### config.mk
export PLATFORM = sky130hd
export DESIGN_NAME = vrt_div
export DESIGN_NICKNAME = d
export VERILOG_FILES = /design/src/design/vrt_pkg.sv /design/src/design/vrt_div.sv
export SDC_FILE = /design/constraint.sdc
export NUM_CORES = 1
export LEC_CHECK = 0
export ABC_CLOCK_PERIOD_IN_PS = 3100
export BUFFER_PORTS_ARGS = -buffer_cell sky130_fd_sc_hd__buf_2
export CAP_MARGIN = 15
export CELL_PAD_IN_SITES_DETAIL_PLACEMENT = 0
export CELL_PAD_IN_SITES_GLOBAL_PLACEMENT = 1
export CORE_UTILIZATION = 39
export CTS_BUF_LIST = sky130_fd_sc_hd__clkbuf_8
export DETAILED_ROUTE_END_ITERATION = 8
export PLACE_DENSITY_LB_ADDON = 0.2
export SYNTH_ARGS = -nofsm -noshare
export SYNTH_HDL_FRONTEND = slang
export SYNTH_SLANG_ARGS = --single-unit
export TNS_END_PERCENT = 50
### constraint.sdc
create_clock -name clk -period 3.1 [get_ports clk]
set_clock_uncertainty 0.15 [all_clocks]
set_input_delay 0.775 -clock clk [delete_from_list [all_inputs] [get_ports clk]]
set_output_delay 0.775 -clock clk [all_outputs]
set_load 0.01 [all_outputs]
### src/design/vrt_pkg.sv
// Voxel ray traversal package: field widths, codes, payload structs and
// the quarter-wave sine table builder. No dependencies.
package vrt_pkg;

    localparam int COORD_INT_BITS  = 24;
    localparam int COORD_FRAC_BITS = 8;
    localparam int ANGLE_BITS      = 12;
    localparam int DIST_FRAC_BITS  = 16;

    localparam int POS_W   = COORD_INT_BITS + COORD_FRAC_BITS;
    localparam int QUARTER = 1 << (ANGLE_BITS - 2);
    localparam int ADDR_W  = ANGLE_BITS - 1;
    localparam int MAG_W   = 31;
    localparam int DVD_W   = 31 + DIST_FRAC_BITS;
    localparam int DIST_W  = 32;

    localparam logic [MAG_W-1:0]  EPS_Q30  = MAG_W'(1074);
    localparam logic [DIST_W-1:0] DIST_SAT = '1;

    localparam logic OP_START  = 1'b0;
    localparam logic OP_ANSWER = 1'b1;

    localparam logic [1:0] CELL_AIR   = 2'd0;
    localparam logic [1:0] CELL_SOLID = 2'd1;

    localparam logic [1:0] KIND_QUERY       = 2'd0;
    localparam logic [1:0] KIND_HIT         = 2'd1;
    localparam logic [1:0] KIND_MISS_RANGE  = 2'd2;
    localparam logic [1:0] KIND_MISS_UNLOAD = 2'd3;

    localparam logic [0:0] REG_MAX_RANGE  = 1'd0;
    localparam logic [0:0] REG_EYE_HEIGHT = 1'd1;

    typedef struct packed {
        logic                         operation;
        logic signed [POS_W-1:0]      eye_x;
        logic signed [POS_W-1:0]      eye_y;
        logic signed [POS_W-1:0]      eye_z;
        logic [ANGLE_BITS-1:0]        yaw_angle;
        logic signed [ANGLE_BITS-1:0] pitch_angle;
        logic [1:0]                   cell_state;
    } in_item_t;

    typedef struct packed {
        logic [1:0]                       kind;
        logic signed [COORD_INT_BITS-1:0] voxel_x;
        logic signed [COORD_INT_BITS-1:0] voxel_y;
        logic signed [COORD_INT_BITS-1:0] voxel_z;
        logic [2:0]                       entry_face;
    } out_item_t;

    typedef logic [31:0] sine_rom_t [0:QUARTER];

    // Integer Taylor series, Q2.30, truncating, capped at 1.0.
    function automatic sine_rom_t build_sine_rom();
        sine_rom_t   r;
        logic [63:0] x;
        logic [63:0] x2;
        logic [63:0] t;
        logic [63:0] s;
        for (int i = 0; i <= QUARTER; i++)
        begin
            x  = (64'(i) * 64'd1686629713) >> (ANGLE_BITS - 2);
            x2 = (x * x) >> 30;
            t  = 64'd1 << 30;
            t  = (64'd1 << 30) - ((x2 * t) >> 30) / 64'd156;
            t  = (64'd1 << 30) - ((x2 * t) >> 30) / 64'd110;
            t  = (64'd1 << 30) - ((x2 * t) >> 30) / 64'd72;
            t  = (64'd1 << 30) - ((x2 * t) >> 30) / 64'd42;
            t  = (64'd1 << 30) - ((x2 * t) >> 30) / 64'd20;
            t  = (64'd1 << 30) - ((x2 * t) >> 30) / 64'd6;
            s  = (x * t) >> 30;
            if (s > (64'd1 << 30))
            begin
                s = 64'd1 << 30;
            end
            r[i] = s[31:0];
        end
        return r;
    endfunction

endpackage

### src/design/vrt_div.sv
// Restoring divider, one quotient bit per cycle.
// Depends on vrt_pkg for operand widths.
module vrt_div (
    input  logic                        clk,
    input  logic                        rst_n,
    input  logic                        start,
    input  logic [vrt_pkg::DVD_W-1:0]   dividend,
    input  logic [vrt_pkg::MAG_W-1:0]   divisor,
    output logic                        done,
    output logic [vrt_pkg::DVD_W-1:0]   quotient
);

    localparam int CNT_W = $clog2(vrt_pkg::DVD_W + 1);

    logic [vrt_pkg::MAG_W:0]     rem_reg;
    logic [vrt_pkg::DVD_W-1:0]   quo_reg;
    logic [vrt_pkg::MAG_W-1:0]   dvs_reg;
    logic [CNT_W-1:0]            cnt_reg;
    logic                        busy_reg;
    logic                        done_reg;
    logic [vrt_pkg::MAG_W+1:0]   trial;
    logic [vrt_pkg::MAG_W+1:0]   diff;

    assign trial = {rem_reg, quo_reg[vrt_pkg::DVD_W-1]};
    assign diff  = trial - {2'b00, dvs_reg};

    always_ff @(posedge clk or negedge rst_n)
    begin
        if (!rst_n)
        begin
            busy_reg <= 1'b0;
            done_reg <= 1'b0;
            cnt_reg  <= '0;
            rem_reg  <= '0;
            quo_reg  <= '0;
            dvs_reg  <= '0;
        end
        else
        begin
            done_reg <= 1'b0;
            if (start)
            begin
                busy_reg <= 1'b1;
                cnt_reg  <= CNT_W'(vrt_pkg::DVD_W);
                rem_reg  <= '0;
                quo_reg  <= dividend;
                dvs_reg  <= divisor;
            end
            else if (busy_reg)
            begin
                // dividend bits shift out the top, quotient bits in the bottom
                if (!diff[vrt_pkg::MAG_W+1])
                begin
                    rem_reg <= diff[vrt_pkg::MAG_W:0];
                    quo_reg <= {quo_reg[vrt_pkg::DVD_W-2:0], 1'b1};
                end
                else
                begin
                    rem_reg <= trial[vrt_pkg::MAG_W:0];
                    quo_reg <= {quo_reg[vrt_pkg::DVD_W-2:0], 1'b0};
                end
                cnt_reg <= cnt_reg - 1'b1;
                if (cnt_reg == CNT_W'(1))
                begin
                    busy_reg <= 1'b0;
                    done_reg <= 1'b1;
                end
            end
        end
    end

    assign done     = done_reg;
    assign quotient = quo_reg;

endmodule

==> results of run 1 <==
-- routing by layer --
metal  track usage [%]  part of all wire (%)
met2              31.6                    46
met4              6.41                   1.6
met3              4.78                   4.1
met1              28.3                    49
met5                 0                     0
-- power by group through the flow --
stage	registers [W]	logic [W]	clock network, W
after global placement	0.00172	0.000630	0
after CTS	0.00169	0.000635	0.00162
final	0.00169	0.000645	0.00158
after global routing	0.00171	0.000733	0.00169
after detailed placement	0.00172	0.000632	0
after floorplan	0.00174	0.000341	0
-- layout by cell type (no fill, tap or decap), types with 3 or more instances in the layout --
master,synthesis,layout
nand2_1,147,146
buf_2,12,127
dfrtp_1,118,117
o21ai_0,102,100
buf_4,0,51
nor2_1,48,48
a21oi_1,48,48
mux2i_1,48,47
inv_1,46,45
ha_1,33,32
clkbuf_8,0,20
xnor2_1,17,17
a21o_1,15,15
a211oi_1,20,14
a311oi_1,15,13
nor3_1,11,11
nand3_1,9,9
o211ai_1,8,8
xor2_1,7,7
a211oi_2,1,6
nand4_1,5,5
o21bai_1,5,5
o31ai_1,5,5
clkinv_4,0,5
and3_1,4,4
o21a_1,4,4
nand2b_1,4,4
buf_12,0,4
o21ai_1,1,3
nor2b_1,3,3
nand3b_1,3,3
inv_6,0,3
bufinv_16,0,3
buf_6,0,3
-- per-stage QoR --
| step | util [%] | cell area [um^2] |
|---|---|---|
| after floorplan | - | 7180 |
| after global placement | 46.5 | 8350 |
| after detailed placement | 46.5 | 8350 |
| after CTS | 49.0 | 8800 |
| after global routing | 49.7 | 8930 |
| final | 49.7 | 8930 |
-- final timing paths --
path,start,to,slack [ns],cells after the start
min in group clk,dividend[18],quotient[18]$_DFFE_PN0P_,0.37,3
min,rst_n,dvs_reg[20]$_DFFE_PN0P_,0.10,1
max,quotient[46]$_DFFE_PN0P_,rem_reg[31]$_DFFE_PN0P_,0.03,12
max in group asynchronous,rst_n,rem_reg[6]$_DFFE_PN0P_,2.03,2
min reg2reg,dvs_reg[0]$_DFFE_PN0P_,dvs_reg[0]$_DFFE_PN0P_,0.38,1
max reg2reg,quotient[46]$_DFFE_PN0P_,rem_reg[31]$_DFFE_PN0P_,0.03,12
-- layout make-up --
class                           count  area [um^2]  area share (%)
Multi-Input combinational cell    611         3940            44.2
Clock buffer                       20          275            3.08
Inverter                           46          173            1.93
Timing Repair Buffer              185         1130            12.7
Clock inverter                     12          165            1.85
Tap cell                          229          287            3.21
Sequential cell                   118         2960            33.1
-- logic make-up after synthesis --
group           count (synthesis)
simple gates                  254
mux                            51
buf+inv                        95
xor+xnor                       24
fa+ha+maj                      34
compound gates                248
flops                         118
-- critical path, stage by stage, from the launching register on --
cell	delay, ns
dfrtp_1	0.38
inv_1	0.06
ha_2	0.18
inv_2	0.04
fa_2	0.36
a211oi_4	0.28
o21ai_4	0.10
o31ai_4	0.24
a211oi_4	0.12
mux2_4	0.24
nand2_4	0.06
or4_1	0.51
a311oi_1	0.27
-- what timing repair did --
item	in CTS	in global routing
pin swaps	2	3
cloned	0	1
hold buffers	0	0
resized for setup	1	22
setup buffers	0	4
endpoints found under the setup margin	5	28
==> reports/results.ini, run 1 <==
[outcome]
status=finished, final reports clean

[sta]
rsz0062_at_grt=true
maxSlewViolCount=0
whs_ns=0.104
setup_viol=0
tightestPinTransition_ns=0.654
fin_crit_sh_pct=99.1
worst_slack_ns=0.0282
hold_viol_final=0
final.setup.tns_ns=0
post-route-min-period_ns=3.07
fmax_mhz=326
relSlewSlack_pct=56.4

[power]
net-switching-power_w=0.00113
clkPwrFrac_pct=40.3
p_per_area_nw_per_um2=438
swShare_pct=28.9
power_w=0.00392
leakage_nw=4.59
combPwrFrac_pct=16.5
seq_power_share_pct=43.2
p_int_w=0.00279
vdd_drop_max_mv=0.255

[synth]
ys_types=65
synth_mux_area_share_pct=7.24
synth-adder-area-share_pct=6.05
syn-instance-count=824
yosysWarningCount=0
synth_compound_area_share_pct=21.6
ys_seq_area_share_pct=41.2
synth.area.top_cells=dfrtp_1 (41%), nand2_1 (7.7%), o21ai_0 (7.1%)
netlist_area_um2=7160
synthTopCellsByCount=nand2_1 (147), dfrtp_1 (118), o21ai_0 (102)
synth-edff-count=0
synthXorXnorAreaFrac_pct=2.94
syn-num-nets=939
async_reset_ff_share_pct=100
yosysTopAreaCell=dfrtp_1
synth-main-ff-cell=dfrtp_1
synth_top_area_share_pct=41.2
yosysMostFrequentCell=nand2_1
avgSynthCellArea_um2=8.69
synth_top_family_by_area=compound AO/OA/AOI/OAI gates
ys_ff_latch=118
yosys.area_share.simple_pct=15.7

[final_layout]
syn_to_final_growth_pct=24.8
fin_nets=1094
stdcell_count=1221
antennaDiodeCount=0
drive_gt1_share_pct=25.3
n_fill_cell=1746
largest_reg_flops=47

[flow_run]
max-cap-violations=0

[place]
pre_cts_ws_ns=-0.0425
port_buffers=128
placed_cells_incl_taps=1184
routabilityCongestion=0.875
hpwlAfterDp_mm=13.1

[clock_tree]
cts_buffers=17
cts_tree=built
clockBufferDepth=2
clock_sinks=118
htreeDepth=4
worstSkewPairLatency_ns=0.46
clock-root-buffer=clkbuf_8
path_clk_slew_ns=0.08

[floorplanning]
fp.coreArea_um2=18000
die_area_um2=18900
num_io_pins=129
die_x_um=137
die_h_um=137
rows=49
initial_core_util_pct=39.9

[routing]
num_vias=6297
viasPerCell=5.16
drt_drc_violations_left=0
finalWirelength_mm=18.5
drt_iter0_drc=404
wl_per_cell_um=15.2
dr.pass1.iters=4
final_antenna_net_count=0

[global_route]
grtUsageTotal_pct=20.5
grt_pass1_vias=6051
grt_max_degree=65
antenna_found_initial=0
grt_pass1_wl_mm=30.2
overflow=0

[setup_path]
criticalPathCategory=register to register
worstSetupEndpointType=register
cp-start-kind=register
cp.arrival_ns=3.28
cp.required_ns=3.31
worstPathMaxFanout=5

[hold_path]
worstHoldPathType=primary input to async pin

(Power assumes the default switching activity.)
==> inputs of run 2 (changes only) <==
--- a/config.mk
+++ b/config.mk
@@ -7,13 +7,15 @@
 export LEC_CHECK = 0
 export ABC_CLOCK_PERIOD_IN_PS = 3100
 export BUFFER_PORTS_ARGS = -buffer_cell sky130_fd_sc_hd__buf_2
-export CAP_MARGIN = 15
+export CAP_MARGIN = 30
 export CELL_PAD_IN_SITES_DETAIL_PLACEMENT = 0
 export CELL_PAD_IN_SITES_GLOBAL_PLACEMENT = 1
 export CORE_UTILIZATION = 39
 export CTS_BUF_LIST = sky130_fd_sc_hd__clkbuf_8
+export CTS_CLUSTER_DIAMETER = 120
 export DETAILED_ROUTE_END_ITERATION = 8
 export PLACE_DENSITY_LB_ADDON = 0.2
+export REMOVE_ABC_BUFFERS = 1
 export SYNTH_ARGS = -nofsm -noshare
 export SYNTH_HDL_FRONTEND = slang
 export SYNTH_SLANG_ARGS = --single-unit
==> reports/results.ini, run 2 (same netlist as run 1, synthesis figures left out) <==
[outcome]
status=finished, violations left
violations=setup timing

[global_route]
grt_pass1_vias=5952
antenna_found_initial=0
grt_max_degree=111
grtUsageTotal_pct=20.7
overflow=0
grt_pass1_wl_mm=30.3

[setup_path]
r2r-end=rem_reg[30]$_DFFE_PN0P_
cp.arrival_ns=3.36
criticalPathCategory=register to register
worstPathMaxFanout=3
cp-start-kind=register
rrSetupSlack_ns=-0.06
cp.required_ns=3.30
reg2reg_depth=14
r2r-start=quotient[46]$_DFFE_PN0P_
worstSetupEndpointType=register

[sta]
setup_viol=3
relSlewSlack_pct=56.0
post-route-min-period_ns=3.16
whs_ns=0.131
fmax_mhz=317
maxSlewViolCount=0
hold_viol_final=0
final.setup.tns_ns=-0.147
fin_crit_sh_pct=102
rsz0062_at_grt=true
tightestPinTransition_ns=0.660
worst_slack_ns=-0.0588

[clock_tree]
cts_buffers=17
clock_sinks=118
cts_tree=built
worstSkewPairLatency_ns=0.44
clockBufferDepth=2
hold_buffers=0
path_clk_slew_ns=0.07
clock-root-buffer=clkbuf_8
htreeDepth=4

[routing]
finalWirelength_mm=18.6
viasPerCell=5.19
drt_iter0_drc=297
final_antenna_net_count=0
drt_drc_violations_left=0
dr.pass1.iters=7
num_vias=6345
wl_per_cell_um=15.2

[floorplanning]
die_x_um=137
num_io_pins=129
initial_core_util_pct=39.9
fp.coreArea_um2=18000
rows=49
die_area_um2=18900
die_h_um=137

[final_layout]
syn_to_final_growth_pct=25.2
antennaDiodeCount=0
final_common_cell=nand2_1
drive_gt1_share_pct=26.3
largest_reg_flops=47
fin_nets=1096
layout_common_cells=nand2_1 (144), buf_2 (126), dfrtp_1 (117)

[power]
p_per_area_nw_per_um2=428
leakage_nw=4.60
vdd_drop_max_mv=0.276

[place]
hpwlAfterDp_mm=12.9
routabilityCongestion=0.833
port_buffers=128

[hold_path]
worstHoldPathType=primary input to async pin

[flow_run]
max-cap-violations=0

==> run 2: changes by cell type in the layout (fill, tap and decap cells not counted), moves of 2 or more <==
cell	previous run	this run
a311oi_1	13	9
a311oi_2	2	6
clkbuf_8	20	17
clkinvlp_4	0	3
buf_6	3	5
clkinv_4	5	3
nand2_1	146	144
nand2_4	1	3
nand3_1	9	7
nand3_2	1	3
==> run 2: worst max-delay path by stage <==
stage	slack (ns)	to	startpoint
floorplan	-1.32	cnt_reg[5]$_DFFE_PN0P_	busy_reg$_DFF_PN0_
global placement	-0.11	rem_reg[31]$_DFFE_PN0P_	quotient[46]$_DFFE_PN0P_
detailed placement	-0.23	rem_reg[31]$_DFFE_PN0P_	quotient[46]$_DFFE_PN0P_
CTS	-0.09	rem_reg[31]$_DFFE_PN0P_	quotient[46]$_DFFE_PN0P_
global route	-0.20	rem_reg[26]$_DFFE_PN0P_	quotient[46]$_DFFE_PN0P_
finish	-0.06	rem_reg[30]$_DFFE_PN0P_	quotient[46]$_DFFE_PN0P_
==> run 2: cell type report <==
cell class              instances  area (um^2)
fillers                      1773         9000
multi-input cells             611         3980
flip-flops and latches        118         2960
repair buffers                187         1150
well taps                     229          287
clock buffers                  17          234
clock inverters                15          179
inverters                      46          173
==> run 2: repair_timing <==
item                       4_1_cts  5_1_grt
setup endpoints to repair       31       32
pin swaps                        0       20
cloned                           0        1
setup buffers                    0        9
gates resized for setup          3       39
==> run 2: critical path, stage by stage, from the launching register on <==
cell and delay (ns):
dfrtp_1 0.39, inv_1 0.06, ha_2 0.18, inv_2 0.04, fa_2 0.36, a211oi_2 0.29, o21ai_2 0.12, buf_4 0.15
o31a_1 0.32, o2111ai_4 0.26, a211oi_2 0.12, buf_4 0.15, o211ai_1 0.19, nand4b_1 0.14, a21oi_1 0.16
==> run 2: report_power, final <==
group	total [W]	switching, W	internal, W	leakage, nW
Sequential	0.00169	0.0000597	0.00163	1.48
Combinational	0.000642	0.000367	0.000275	2.92
Clock	0.00150	0.000699	0.000799	0.204
Total	0.00383	0.00113	0.00271	4.60
==> run 2: through the flow <==
stage               setup WS (ns)  std cells  util [%]  area (um^2)  power [W]
finish                    -0.0588       1223      49.9         8960    0.00383
global route               -0.201       1223      49.9         8960    0.00406
CTS                       -0.0895       1213      48.6         8730    0.00388
detailed placement         -0.225       1181      46.2         8300    0.00235
global placement           -0.106       1181      46.2         8300    0.00234
floorplan                   -1.32        775         -         6960    0.00205
==> run 2: layer usage <==
metal  vias up  track usage [%]  share of wire, %
li1       3214                -                 -
met1      2977             29.8                51
met2       148             30.8                44
met3         6             5.22               5.0
met4         0             4.95              0.46
met5         -                0                 0
==> inputs of run 3 (changes only) <==
--- a/config.mk
+++ b/config.mk
@@ -8,7 +8,7 @@
 export ABC_CLOCK_PERIOD_IN_PS = 3100
 export BUFFER_PORTS_ARGS = -buffer_cell sky130_fd_sc_hd__buf_2
 export CAP_MARGIN = 30
-export CELL_PAD_IN_SITES_DETAIL_PLACEMENT = 0
+export CELL_PAD_IN_SITES_DETAIL_PLACEMENT = 1
 export CELL_PAD_IN_SITES_GLOBAL_PLACEMENT = 1
 export CORE_UTILIZATION = 39
 export CTS_BUF_LIST = sky130_fd_sc_hd__clkbuf_8
==> reports/results.ini, run 3 (same netlist as run 1, synthesis figures left out) <==
[outcome]
status=finished, violations left
violations=setup timing

[setup_path]
criticalPathCategory=register to register
rrSetupSlack_ns=-0.02
crit_start=quotient[46]$_DFFE_PN0P_
worstPathMaxFanout=6
cp.arrival_ns=3.31
worstSetupEndpointType=register
r2r-end=rem_reg[31]$_DFFE_PN0P_
cp-start-kind=register
cp.required_ns=3.29
reg2reg_depth=12
r2r-start=quotient[46]$_DFFE_PN0P_

[power]
leakage_nw=4.59
power_w=0.00388
p_per_area_nw_per_um2=435
vdd_drop_max_mv=0.250

[routing]
viasPerCell=5.36
num_vias=6543
drt_iter0_drc=197
drt_drc_violations_left=0
finalWirelength_mm=20.1
wl_per_cell_um=16.5
final_antenna_net_count=0
dr.pass1.iters=6

[place]
port_buffers=128
hpwlAfterDp_mm=14.1
placed_area_um2=8300
routabilityCongestion=0.833
pre_cts_ws_ns=-0.275

[global_route]
overflow=0
grt_pass1_vias=6472
grt_pass1_wl_mm=32.7
grt_max_degree=111
antenna_found_initial=0
grtUsageTotal_pct=22.0

[final_layout]
final_common_cell=nand2_1
stdcell_area_um2=8920
fin_nets=1094
post-route-util_pct=49.7
layout_common_cells=nand2_1 (147), buf_2 (126), dfrtp_1 (117)
antennaDiodeCount=0
syn_to_final_growth_pct=24.6
drive_gt1_share_pct=25.5
largest_reg_flops=47

[flow_run]
max-cap-violations=0

[sta]
hold_viol_final=0
relSlewSlack_pct=57.7
fin_crit_sh_pct=101
post-route-min-period_ns=3.12
whs_ns=0.132
tightestPinTransition_ns=0.634
fmax_mhz=320
setup_viol=1
maxSlewViolCount=0
rsz0062_at_grt=true
worst_slack_ns=-0.0228

[floorplanning]
fp.coreArea_um2=18000
die_x_um=137
die_area_um2=18900
rows=49
num_io_pins=129
die_h_um=137
initial_core_util_pct=39.9

[clock_tree]
htreeDepth=4
cts_buffers=17
clock-root-buffer=clkbuf_8
worstSkewPairLatency_ns=0.44
path_clk_slew_ns=0.08
clock_sinks=118
clockBufferDepth=2
cts_tree=built

[hold_path]
worstHoldPathType=primary input to async pin

-- run 3: layout make-up --
type	count	area (um^2)
well taps	229	287
inverters	46	173
fillers	2136	9040
flip-flops and latches	118	2960
repair buffers	185	1120
clock buffers	18	248
clock inverters	14	175
multi-input cells	611	3960
-- run 3: worst max path at each step --
stage / cells past startpoint / to / slack [ns]
after floorplan: 4 / cnt_reg[5]$_DFFE_PN0P_ / -1.32
after global placement: 12 / rem_reg[31]$_DFFE_PN0P_ / -0.11
after detailed placement: 12 / rem_reg[31]$_DFFE_PN0P_ / -0.28
after CTS: 12 / rem_reg[31]$_DFFE_PN0P_ / -0.07
after global routing: 12 / rem_reg[31]$_DFFE_PN0P_ / -0.15
final: 12 / rem_reg[31]$_DFFE_PN0P_ / -0.02
-- run 3: what timing repair did --
item,in CTS,in global routing
pin swaps,5,8
buffers inserted,4,3
endpoints found under the setup margin,32,32
resized for setup,6,24
cloned,0,1
hold buffers,0,0
-- run 3: per-stage QoR --
stage | std cells | setup TNS, ns
final | 1221 | -0.0228
after global routing | 1221 | -1.02
after CTS | 1217 | -0.0735
after detailed placement | 1181 | -3.22
after global placement | 1181 | -0.177
after floorplan | 775 | -25.20
-- run 3: routing by layer --
layer,routed length (um),track usage (%)
met1,9810,30.1
met2,9340,35.1
met3,829,5.48
met4,161,4.70
met5,0,0
-- run 3: power by group --
| group | total [W] | internal, W | switching, W |
|---|---|---|---|
| registers | 0.00170 | 0.00163 | 0.0000602 |
| logic | 0.000659 | 0.000278 | 0.000381 |
| clock network | 0.00153 | 0.000826 | 0.000699 |
| total | 0.00388 | 0.00274 | 0.00114 |
-- run 3: worst max-delay path: stages (launching register included) --
cell and delay (ns):
dfrtp_1 0.39, inv_1 0.07, ha_1 0.16, inv_1 0.06, fa_2 0.36, a211oi_4 0.26
o21ai_2 0.12, o31ai_4 0.26, a211oi_4 0.12, mux2_4 0.24, nand2_4 0.06, or4_4 0.52
a311oi_2 0.26
